==> src/hw/rtl/ledsd_pkg.sv <==
// Shared types and constants for the addressable LED strip driver.
`default_nettype none

package ledsd_pkg;

  // Operation codes of an input word
  localparam logic [1:0] OP_WRITE = 2'd0;
  localparam logic [1:0] OP_FILL  = 2'd1;
  localparam logic [1:0] OP_TICK  = 2'd2;

  // Status codes of a result word
  localparam logic [1:0] STATUS_OK      = 2'd0;
  localparam logic [1:0] STATUS_RANGE   = 2'd1;
  localparam logic [1:0] STATUS_PENDING = 2'd2;

  // Configuration register indexes
  localparam logic [1:0] CFG_LED_COUNT   = 2'd0;
  localparam logic [1:0] CFG_ONE_DUTY    = 2'd1;
  localparam logic [1:0] CFG_ZERO_DUTY   = 2'd2;
  localparam logic [1:0] CFG_RESET_SLOTS = 2'd3;

  // Configuration reset values
  localparam logic [6:0]  LED_COUNT_RST   = 7'd1;
  localparam logic [15:0] ONE_DUTY_RST    = 16'd60;
  localparam logic [15:0] ZERO_DUTY_RST   = 16'd30;
  localparam logic [7:0]  RESET_SLOTS_RST = 8'd64;

  // 32 bits per LED, sent MSB first
  localparam int         LED_SHIFT = 5;
  localparam logic [4:0] LED_MSB   = 5'd31;

  typedef struct packed {
    logic [1:0]  operation;
    logic [7:0]  first_index;
    logic [7:0]  last_index;
    logic [31:0] color_grbw;
  } in_item_t;

  typedef struct packed {
    logic [1:0]  status;
    logic [15:0] duty;
    logic        slot_valid;
    logic        frame_end;
    logic        sending;
  } out_item_t;

  typedef enum logic [2:0] {
    ST_IDLE,
    ST_DECODE,
    ST_FILL,
    ST_READ,
    ST_DONE
  } ctrl_state_t;

  // Controller to datapath
  typedef struct packed {
    logic capture;
    logic decode;
    logic fill;
    logic read;
    logic deliver;
  } dp_cmd_t;

  // Datapath to controller
  typedef struct packed {
    logic fill_start;
    logic tick_read;
    logic fill_done;
    logic out_free;
  } dp_sts_t;

endpackage

`default_nettype wire

==> src/hw/rtl/addressable_led_strip_driver_top.sv <==
// Top level of the addressable LED strip driver.
// Flow: a word is captured and decoded, then for an active tick its slot is read
// from the table or for a fill the table is written one entry per cycle, and the
// result is loaded into the output register once that register is free. The
// step-by-step controller takes no new word until the last one is delivered.
// Reset: frame idle, configuration at defaults, table entries read as zero.
`default_nettype none

module addressable_led_strip_driver_top #(
  parameter int MAX_LEDS = 64
) (
  input  wire logic                 clk,
  input  wire logic                 rst,
  input  wire logic                 cfg_write,
  input  wire logic [1:0]           cfg_index,
  input  wire logic [15:0]          cfg_data,
  input  wire logic                 in_valid,
  output logic                      in_stall,
  input  wire ledsd_pkg::in_item_t  in_word,
  output logic                      out_valid,
  input  wire logic                 out_stall,
  output ledsd_pkg::out_item_t      out_word
);

  import ledsd_pkg::*;

  dp_cmd_t cmd;
  dp_sts_t sts;

  ledsd_ctrl u_ctrl (
    .clk      (clk),
    .rst      (rst),
    .in_valid (in_valid),
    .in_stall (in_stall),
    .sts      (sts),
    .cmd      (cmd)
  );

  ledsd_dpath #(
    .MAX_LEDS (MAX_LEDS)
  ) u_dpath (
    .clk       (clk),
    .rst       (rst),
    .cfg_write (cfg_write),
    .cfg_index (cfg_index),
    .cfg_data  (cfg_data),
    .in_word   (in_word),
    .out_stall (out_stall),
    .out_valid (out_valid),
    .out_word  (out_word),
    .cmd       (cmd),
    .sts       (sts)
  );

endmodule

`default_nettype wire

==> src/hw/rtl/ledsd_ram.sv <==
// Generic single-write, single-read RAM with registered read data.
`default_nettype none

module ledsd_ram #(
  parameter int WIDTH = 32,
  parameter int DEPTH = 64,
  parameter int AW    = (DEPTH > 1) ? $clog2(DEPTH) : 1
) (
  input  wire logic             clk,
  input  wire logic             we,
  input  wire logic [AW-1:0]    waddr,
  input  wire logic [WIDTH-1:0] wdata,
  input  wire logic             re,
  input  wire logic [AW-1:0]    raddr,
  output logic      [WIDTH-1:0] rdata
);

  logic [WIDTH-1:0] mem [DEPTH];

  // Write port
  always_ff @(posedge clk) begin
    if (we) begin
      mem[waddr] <= wdata;
    end
  end

  // Registered read port
  always_ff @(posedge clk) begin
    if (re) begin
      rdata <= mem[raddr];
    end
  end

endmodule

`default_nettype wire

==> src/hw/rtl/ledsd_ctrl.sv <==
// Sequencing state machine of the LED strip driver.
`default_nettype none

module ledsd_ctrl (
  input  wire logic              clk,
  input  wire logic              rst,
  input  wire logic              in_valid,
  output logic                   in_stall,
  input  wire ledsd_pkg::dp_sts_t sts,
  output ledsd_pkg::dp_cmd_t     cmd
);

  import ledsd_pkg::*;

  ctrl_state_t state;
  ctrl_state_t state_next;

  // State register
  always_ff @(posedge clk) begin
    if (rst) begin
      state <= ST_IDLE;
    end else begin
      state <= state_next;
    end
  end

  // Next state and commands
  always_comb begin
    state_next = state;
    cmd        = '0;
    in_stall   = 1'b1;
    case (state)
      ST_IDLE: begin
        in_stall = 1'b0;
        if (in_valid) begin
          cmd.capture = 1'b1;
          state_next  = ST_DECODE;
        end
      end
      ST_DECODE: begin
        cmd.decode = 1'b1;
        if (sts.fill_start) begin
          state_next = ST_FILL;
        end else if (sts.tick_read) begin
          state_next = ST_READ;
        end else begin
          state_next = ST_DONE;
        end
      end
      ST_FILL: begin
        cmd.fill = 1'b1;
        if (sts.fill_done) begin
          state_next = ST_DONE;
        end
      end
      ST_READ: begin
        cmd.read   = 1'b1;
        state_next = ST_DONE;
      end
      ST_DONE: begin
        if (sts.out_free) begin
          cmd.deliver = 1'b1;
          state_next  = ST_IDLE;
        end
      end
      default: begin
        state_next = ST_IDLE;
      end
    endcase
  end

endmodule

`default_nettype wire

==> src/hw/rtl/ledsd_dpath.sv <==
// Datapath: configuration, color table, frame state and result register.
`default_nettype none

module ledsd_dpath #(
  parameter int MAX_LEDS = 64
) (
  input  wire logic                clk,
  input  wire logic                rst,
  input  wire logic                cfg_write,
  input  wire logic [1:0]          cfg_index,
  input  wire logic [15:0]         cfg_data,
  input  wire ledsd_pkg::in_item_t in_word,
  input  wire logic                out_stall,
  output logic                     out_valid,
  output ledsd_pkg::out_item_t     out_word,
  input  wire ledsd_pkg::dp_cmd_t  cmd,
  output ledsd_pkg::dp_sts_t       sts
);

  import ledsd_pkg::*;

  localparam int ADDR_W = (MAX_LEDS > 1) ? $clog2(MAX_LEDS) : 1;
  localparam int POS_W  = $clog2(MAX_LEDS * 32 + 256);

  // Configuration
  logic [6:0]  led_count;
  logic [15:0] one_duty;
  logic [15:0] zero_duty;
  logic [7:0]  reset_slots;

  // Held input word and frame state
  in_item_t          item;
  logic              frame_pending;
  logic              frame_active;
  logic [POS_W-1:0]  slot_position;
  logic [ADDR_W-1:0] fill_cnt;
  logic [MAX_LEDS-1:0] ent_set;

  // Tick scratch
  logic              rd_in_bits;
  logic              rd_set;
  logic [4:0]        rd_bit;
  logic [31:0]       ram_rdata;

  // Staged result
  out_item_t         res;

  // Decode signals
  logic [7:0]        n_eff;
  logic              first_ok;
  logic              last_ok;
  logic              reversed;
  logic              tick_active;
  logic [POS_W-1:0]  bits_total;
  logic [POS_W-1:0]  len_raw;
  logic [POS_W-1:0]  len_eff;
  logic [POS_W-1:0]  p_inc;
  logic              last_slot;
  logic              in_bits;
  logic              range_err;
  logic              req_frame;
  logic [1:0]        status_now;
  logic              ram_we;
  logic [ADDR_W-1:0] ram_waddr;
  logic              ram_re;
  logic [ADDR_W-1:0] ram_raddr;
  logic              led_bit;

  // Configuration writes
  always_ff @(posedge clk) begin
    if (rst) begin
      led_count   <= LED_COUNT_RST;
      one_duty    <= ONE_DUTY_RST;
      zero_duty   <= ZERO_DUTY_RST;
      reset_slots <= RESET_SLOTS_RST;
    end else if (cfg_write) begin
      case (cfg_index)
        CFG_LED_COUNT:   led_count   <= cfg_data[6:0];
        CFG_ONE_DUTY:    one_duty    <= cfg_data;
        CFG_ZERO_DUTY:   zero_duty   <= cfg_data;
        CFG_RESET_SLOTS: reset_slots <= cfg_data[7:0];
        default: begin
        end
      endcase
    end
  end

  // Capture the input word
  always_ff @(posedge clk) begin
    if (cmd.capture) begin
      item <= in_word;
    end
  end

  // Range checks and frame geometry
  always_comb begin
    n_eff       = ({1'b0, led_count} > 8'(MAX_LEDS)) ? 8'(MAX_LEDS) : {1'b0, led_count};
    first_ok    = item.first_index < n_eff;
    last_ok     = item.last_index < n_eff;
    reversed    = item.first_index > item.last_index;
    tick_active = (item.operation == OP_TICK) && frame_active;
    bits_total  = POS_W'(n_eff) << LED_SHIFT;
    len_raw     = bits_total + POS_W'(reset_slots);
    len_eff     = (len_raw == '0) ? POS_W'(1) : len_raw;
    p_inc       = slot_position + POS_W'(1);
    last_slot   = p_inc >= len_eff;
    in_bits     = slot_position < bits_total;
  end

  // Frame requests and status
  always_comb begin
    range_err = cmd.decode &&
                (((item.operation == OP_WRITE) && !first_ok) ||
                 ((item.operation == OP_FILL) && !(first_ok && last_ok)));
    req_frame = (cmd.decode && (item.operation == OP_WRITE) && first_ok) ||
                (cmd.decode && (item.operation == OP_FILL) && first_ok && last_ok &&
                 reversed) ||
                (cmd.fill && sts.fill_done);
    status_now = STATUS_OK;
    if (range_err) begin
      status_now = STATUS_RANGE;
    end else if (req_frame && frame_pending) begin
      status_now = STATUS_PENDING;
    end
  end

  // Table ports
  always_comb begin
    ram_we    = (cmd.decode && (item.operation == OP_WRITE) && first_ok) || cmd.fill;
    ram_waddr = cmd.fill ? fill_cnt : item.first_index[ADDR_W-1:0];
    ram_re    = cmd.decode && tick_active && in_bits;
    ram_raddr = ADDR_W'(slot_position >> LED_SHIFT);
  end

  ledsd_ram #(
    .WIDTH (32),
    .DEPTH (MAX_LEDS),
    .AW    (ADDR_W)
  ) u_table (
    .clk   (clk),
    .we    (ram_we),
    .waddr (ram_waddr),
    .wdata (item.color_grbw),
    .re    (ram_re),
    .raddr (ram_raddr),
    .rdata (ram_rdata)
  );

  // Mark written entries; unwritten entries read as zero
  always_ff @(posedge clk) begin
    if (rst) begin
      ent_set <= '0;
    end else if (ram_we) begin
      ent_set[ram_waddr] <= 1'b1;
    end
  end

  // Fill address counter
  always_ff @(posedge clk) begin
    if (cmd.decode) begin
      fill_cnt <= item.first_index[ADDR_W-1:0];
    end else if (cmd.fill) begin
      fill_cnt <= fill_cnt + ADDR_W'(1);
    end
  end

  // Frame state: start, advance, repeat or stop
  always_ff @(posedge clk) begin
    if (rst) begin
      frame_pending <= 1'b0;
      frame_active  <= 1'b0;
      slot_position <= '0;
    end else if (req_frame) begin
      if (!frame_pending) begin
        frame_pending <= 1'b1;
        if (!frame_active) begin
          frame_active  <= 1'b1;
          slot_position <= '0;
        end
      end
    end else if (cmd.decode && tick_active) begin
      if (last_slot) begin
        slot_position <= '0;
        if (frame_pending) begin
          frame_pending <= 1'b0;
        end else begin
          frame_active <= 1'b0;
        end
      end else begin
        slot_position <= p_inc;
      end
    end
  end

  // Hold what the read cycle needs
  always_ff @(posedge clk) begin
    if (cmd.decode) begin
      rd_in_bits <= in_bits;
      rd_bit     <= slot_position[4:0];
      if (tick_active && in_bits) begin
        rd_set <= ent_set[ram_raddr];
      end else begin
        rd_set <= 1'b0;
      end
    end
  end

  assign led_bit = rd_set && ram_rdata[LED_MSB - rd_bit];

  // Build the result; a granted frame request counts as sending already
  always_ff @(posedge clk) begin
    if (cmd.decode || (cmd.fill && sts.fill_done)) begin
      res.status <= status_now;
    end
    if (cmd.decode) begin
      res.duty       <= '0;
      res.slot_valid <= tick_active;
      res.frame_end  <= tick_active && last_slot;
    end else if (cmd.read) begin
      if (rd_in_bits) begin
        res.duty <= led_bit ? one_duty : zero_duty;
      end else begin
        res.duty <= '0;
      end
    end
    res.sending <= frame_active || req_frame;
  end

  // Output register
  always_ff @(posedge clk) begin
    if (rst) begin
      out_valid <= 1'b0;
    end else if (cmd.deliver) begin
      out_valid <= 1'b1;
    end else if (!out_stall) begin
      out_valid <= 1'b0;
    end
  end

  always_ff @(posedge clk) begin
    if (cmd.deliver) begin
      out_word <= res;
    end
  end

  // Status back to the controller
  always_comb begin
    sts.fill_start = (item.operation == OP_FILL) && first_ok && last_ok && !reversed;
    sts.tick_read  = tick_active;
    sts.fill_done  = fill_cnt == item.last_index[ADDR_W-1:0];
    sts.out_free   = !out_valid || !out_stall;
  end

  // A pending frame always has a frame running
  a_pending_active: assert property (@(posedge clk) disable iff (rst)
    frame_pending |-> frame_active)
    else $error("frame pending while no frame active");

  // Frame end only on a real slot
  a_end_slot: assert property (@(posedge clk) disable iff (rst)
    (out_valid && out_word.frame_end) |-> out_word.slot_valid)
    else $error("frame end without slot");

  // Errors never come from a tick
  a_err_no_slot: assert property (@(posedge clk) disable iff (rst)
    (out_valid && (out_word.status != STATUS_OK)) |-> !out_word.slot_valid)
    else $error("error status on a slot word");

  // Nonzero duty only in a slot
  a_duty_slot: assert property (@(posedge clk) disable iff (rst)
    (out_valid && (out_word.duty != '0)) |-> out_word.slot_valid)
    else $error("duty outside a slot");

endmodule

`default_nettype wire
==> config.mk <==
export PLATFORM = sky130hd
export DESIGN_NAME = addressable_led_strip_driver_top
export DESIGN_NICKNAME = d
export VERILOG_FILES = /design/src/hw/rtl/ledsd_pkg.sv /design/src/hw/rtl/addressable_led_strip_driver_top.sv /design/src/hw/rtl/ledsd_ram.sv /design/src/hw/rtl/ledsd_ctrl.sv /design/src/hw/rtl/ledsd_dpath.sv
export SDC_FILE = /design/constraint.sdc
export NUM_CORES = 2
export LEC_CHECK = 0
export BUFFER_PORTS_ARGS = -buffer_cell sky130_fd_sc_hd__buf_4
export CORE_MARGIN = 2
export CORE_UTILIZATION = 32
export DETAILED_ROUTE_END_ITERATION = 12
export HOLD_SLACK_MARGIN = 0.08
export PLACE_DENSITY = 0.54
export SYNTH_ARGS = -nofsm -noshare
export SYNTH_HDL_FRONTEND = slang
export SYNTH_SLANG_ARGS = --single-unit
==> constraint.sdc <==
create_clock -name clk -period 5.3 [get_ports clk]
set_input_delay 0.53 -clock clk [delete_from_list [all_inputs] [get_ports clk]]
set_output_delay 0.53 -clock clk [all_outputs]
set_load 0.005 [all_outputs]
-- Word-level counts from Yosys, hierarchy flattened
Memory sizes are Yosys's and may differ from the RTL's. A register that Yosys moved wholly into a read port is not among the register bits.
Index checks and enable logic that the tools add are counted.
- register bits: 234
- RAM bits: 2048
- input port bits: 73
- output and inout bits: 23
- word-level logic and storage cells: 155
- memories: 1
- memory list (memory ; words ; bits a word ; read ports ; clocked after Yosys merged registers in ; write ports ; line ; source):
    u_dpath.u_table.mem ; 64 ; 32 ; 1 ; 1 ; 1 ; ledsd_ram.sv:18 ; logic [WIDTH-1:0] mem [DEPTH];
- add/sub/neg operators: 4
- $lt $le $gt $ge: 10
- eq/ne operators: 16
- muxes and demuxes: 45
- bitwise logic cells: 2
- reductions and logical operators: 49
- operators by type and width (cell ; number):
    $mux W12 ; 6
    $or A64 B64 Y64 ; 1
    $mux W16 ; 2
    $mux W1 ; 23
    $logic_and A1 B1 Y1 ; 22
    $mux W6 ; 3
    $lt A8 B8 Y1 ; 2
    $mux W3 ; 5
    $pmux W3 S5 ; 1
    $lt A6 B7 Y1 const B ; 2
    $add A12 B1 Y12 const B ; 1
    $add A12 B8 Y12 ; 1
    $ge A12 B12 Y1 ; 1
    $logic_not A12 Y1 ; 1
    $lt A12 B12 Y1 ; 1
    $reduce_and A2 Y1 ; 5
    $reduce_and A3 Y1 ; 3
    $gt A8 B8 Y1 ; 1
    $ne A2 B2 Y1 const B ; 4
    $gt A7 B7 Y1 const B ; 1
    $logic_or A1 B1 Y1 ; 7
    $mux W7 ; 1
    $add A6 B1 Y6 const B ; 1
    $bmux W1 S6 ; 1
    18 further kinds ; 30

-- Depth between registers and ports, before layout
- depth in word-level cells: 10
- gate-level depth with buffers: 17
- depth with buffers taken out: 17

-- Modules after synthesis
Synthesis repeated with hierarchy kept, for this count alone.
- cells, all modules: 4288
- area total of the unflattened synthesis: 89149.3 um^2
- modules (own cells, without submodules) (module ; times used ; cells each ; area an instance (um^2) ; seq. area each (um^2)):
    ledsd_ram ; 1 ; 3324 ; 78835.6 ; 62459.9
    ledsd_dpath ; 1 ; 937 ; 10075.9 ; 5505.3
    ledsd_ctrl ; 1 ; 27 ; 237.7 ; 60.1

-- Least setup slack after synthesis
No wires, ideal clock.
- path type: reg2reg
- start: register u_dpath.led_count[6]
- end: memory u_dpath.u_table.mem[36][0], enable pin
- setup time: 0.421 ns
- arrival: 3.615 ns
- data required time: 4.879 ns
- path slack: 1.264 ns
- stages on the path, launching flop included: 11
- path buffers: 0
- clock period less this slack: 4.036 ns
- cell sequence: dfxtp_1 -> clkinv_1 -> nand2_1 -> ha_1 -> a21oi_1 -> o21ai_0 -> a2111oi_2 -> inv_1 -> o22ai_1 -> nand2_1 -> nor2_1
- cells in the longest elaborated chain, start to end: 7
- ends and longest elaborated chain (what ; line ; source):
    start: declaration ; ledsd_dpath.sv:26 ; logic [6:0] led_count;
    start signal: assignment ; ledsd_dpath.sv:78 ; CFG_LED_COUNT: led_count <= cfg_data[6:0];
    $gt A7 B7 Y1 ; ledsd_dpath.sv:97 ; n_eff = ({1'b0, led_count} > 8'(MAX_LEDS)) ? 8'(MAX_LEDS) : {1'b0, led_count};
    $mux W7 (*) ; ledsd_dpath.sv:97 ;
    $lt A8 B8 Y1 (*) ; ledsd_dpath.sv:98 ; first_ok = item.first_index < n_eff;
    $logic_and A1 B1 Y1 (*) ; ledsd_dpath.sv:129 ; ram_we = (cmd.decode && (item.operation == OP_WRITE) && first_ok) || cmd.fill;
    $logic_or A1 B1 Y1 (*) ; ledsd_dpath.sv:129 ;
    $mux W1 (*) ; ledsd_ram.sv:22 ; if (we) begin
    $mux W1 (not written as such) (*) ; ledsd_ram.sv:23 ; mem[waddr] <= wdata;
    end: declaration ; ledsd_ram.sv:18 ;
Every way passes the cells marked *; elsewhere a longest branch is shown, timed or not.

-- Worst setup path after layout
- start: register u_dpath.led_count[6]
- end: memory u_dpath.u_table.mem[14][1], enable pin
Same word-level chain as after synthesis.

==> impl_metrics.toml <==
[job]
drv_cap = 0

[clock_tree]
cts_hold_buf = 70
cts_sinks = 2314
cts_tree = "done"
clockBufferDepth = 4
clockRootBuffer = "clkbuf_16"
cts_made_buffers = 237
insertion_delay_ps = 900
post_cts_resize_count = 0
clk_pin_slew_ps = 60
h-tree-depth = 4
cts_setup_buffers = 0

[worst_setup_path]
max_stage_delay_ps = 650
cpMostUsedCell = "nand2_1"
timing.critical_path.slowest_stage_cell = "nor2_4"
start_kind = "flop"
cp.arrival_ps = 4950
path_cells = "clkinv_1 -> nand2_1 -> ha_1 -> a21oi_1 -> o21ai_0 -> a2111oi_2 -> a22o_1 -> nand2_1 -> nor2_4 -> buf_12"
r2r_cells = 10
end_kind = "flop"
path_class = "reg2reg"
critical_path_required_ps = 5810
cp_max_fo = 22

[timing]
worst_slew_pin_slew_ps = 1272
max_clock_freq_mhz = 225.3
slew_viol_final = 0
hold_viol = 0
rsz0062_at_grt = "no"
clock_skew_ps = 98.05
relSlewSlack = 0.1518
setup_viol = 0
fin_crit_sh = 0.8375
fin_setup_tns_ps = 0
post-route-min-period_ps = 4439

[global_route]
grt_pass1_vias = 42200
grt.overflow.total = 0
antenna_found_initial = 20
grt_usage = 0.1552
grt_pass1_wl_um = 316000
grt_max_degree = 100

[logic_synthesis]
ys_warn_count = 0
yosys-top-cells-area = "edfxtp_1, mux4_2, dfxtp_1"
yosys_register_bits = 2314
synth.net_count = 4043
synth_top_area_frac = 0.7333
ys.flop_type = "edfxtp_1"
post-synth-top-count-cell = "edfxtp_1"
yosysUniqueCellTypes = 59
synth.avg_cell_area_um2 = 22.61
synth_commonest_cells = "edfxtp_1, mux4_2, nand2_1"
ys_async_sr_fraction = 0
ys_seq_area_frac = 0.7662
netlist_area_um2 = 88780
synth_top_cell_by_area = "edfxtp_1"
synthCells = 3926
synth_edf_count = 2168

[detailed_routing]
via_per_inst = 5.064
drtIter0Drc = 4271
drcViolationCount = 0
drtPass1Iterations = 7
wl_per_cell_um = 26.89
drtAntennaViolNets = 0
vias = 41540
routed_wl_um = 220600

[floorplan]
dieArea_um2 = 281700
die_x_um = 530.7
placementRows = 193
ios = 96
dieHeight_um = 530.7
start_util = 0.3214
core-area_um2 = 276300

[placement]
numPortBuffers = 95
place_congestion = 0.8156
dp_hpwl_um = 134600

[power_and_ir_drop]
power_density_nw_per_um2 = 361.7
peakVddDrop_mv = 0.3024
finalPower_w = 0.03766
p_leak_nw = 31.31

[cells_and_area]
nNetsFinal = 4413
drive_gt1_frac = 0.3113
syn2layout_area_growth_pct = 17.30
final_util = 0.3770

[min_path]
hold_path_depth = 4
hold_class = "in2reg"

[outcome]
status = "finished, final reports clean"
path summary, 6_finish.rpt:
kind / startpoint / to / slack (ps)
setup / recovery: u_dpath.led_count[6] / u_dpath.u_table.mem[14][1] / 860
hold / removal: cfg_index[0] / u_dpath.zero_duty[15] / 160
setup reg to reg: u_dpath.led_count[6] / u_dpath.u_table.mem[14][1] / 860
hold reg to reg: u_dpath.res[0] / u_dpath.out_word[0] / 420
layer usage:
layer / GRT usage / vias up / part of all wire
met3: 0.02501 / 247 / 0.069
met4: 0.02797 / 2 / 0.016
li1: - / 17320 / -
met1: 0.2283 / 22620 / 0.44
met5: 0 / - / 0.000059
met2: 0.2451 / 1353 / 0.47
power breakdown:
group	internal [W]	switching, W
combinational	0.000165	0.000561
sequential	0.0201	0.0000512
clock	0.00986	0.00696
total	0.0301	0.00757
critical path, delay by kind of cell (launching register included):
kind	cells	cell delay, ps
buffers and inverters	2	590
adders and majority gates	1	290
AOI/OAI and AO/OA	4	1120
DFF	1	440
and+or+nand+nor	3	1590
kinds of logic after synthesis:
| kind of cell | share of synthesized area |
|---|---|
| adders and majority gates | 0.006286 |
| muxes | 0.1816 |
| buffers and inverters | 0.01147 |
| AOI/OAI and AO/OA | 0.01360 |
| and+or+nand+nor | 0.01846 |
| DFF | 0.7662 |
| xor gates and xnor gates | 0.002368 |
placed cells by master (no fill, tap or decap), types with 43 or more instances in the layout:
cell	instances
a21oi_1	85
buf_12	46
buf_4	216
clkbuf_1	49
clkbuf_16	243
clkinv_1	44
dfxtp_1	140
dlygate4sd3_1	70
edfxtp_1	2168
ha_1	43
mux4_2	701
nand2_1	153
nor2_1	70
nor2_4	66
flip-flops by register name, summed over array words and instances (netlist names), 3 cells and up:
register,flops
u_dpath.fill_cnt,6
u_dpath.u_table.rdata,32
u_dpath.item,50
u_dpath.ent_set,64
u_dpath.reset_slots,8
u_dpath.slot_position,12
u_dpath.led_count,7
u_dpath.res,21
u_dpath.rd_bit,5
u_dpath.zero_duty,16
u_dpath.out_word,21
u_ctrl.state,3
u_dpath.u_table.mem,2048
u_dpath.one_duty,16
per-stage QoR:
stage / area, um^2 / hold slack (ps) / worst slack, ps / instances
finish: 104100 / 161.3 / 861.0 / 8202
global route: 104100 / 165.9 / 540.9 / 8194
CTS: 104100 / 97.31 / 883.5 / 8193
detailed placement: 95620 / 404.0 / 972.6 / 7692
global placement: 95620 / 402.1 / 903.9 / 7692
floorplan: 88780 / 385.5 / 1264 / 3926
cell type report:
type,instances,area [um^2]
Tap cell,3705,4636
Antenna cell,9,22.52
Timing Repair Buffer,332,3243
Multi-Input combinational cell,1374,20250
Inverter,37,138.9
Clock inverter,126,1361
Fill cell,24840,172100
Clock buffer,305,6437
Sequential cell,2314,68050
Power figures use the tool's default switching activity.
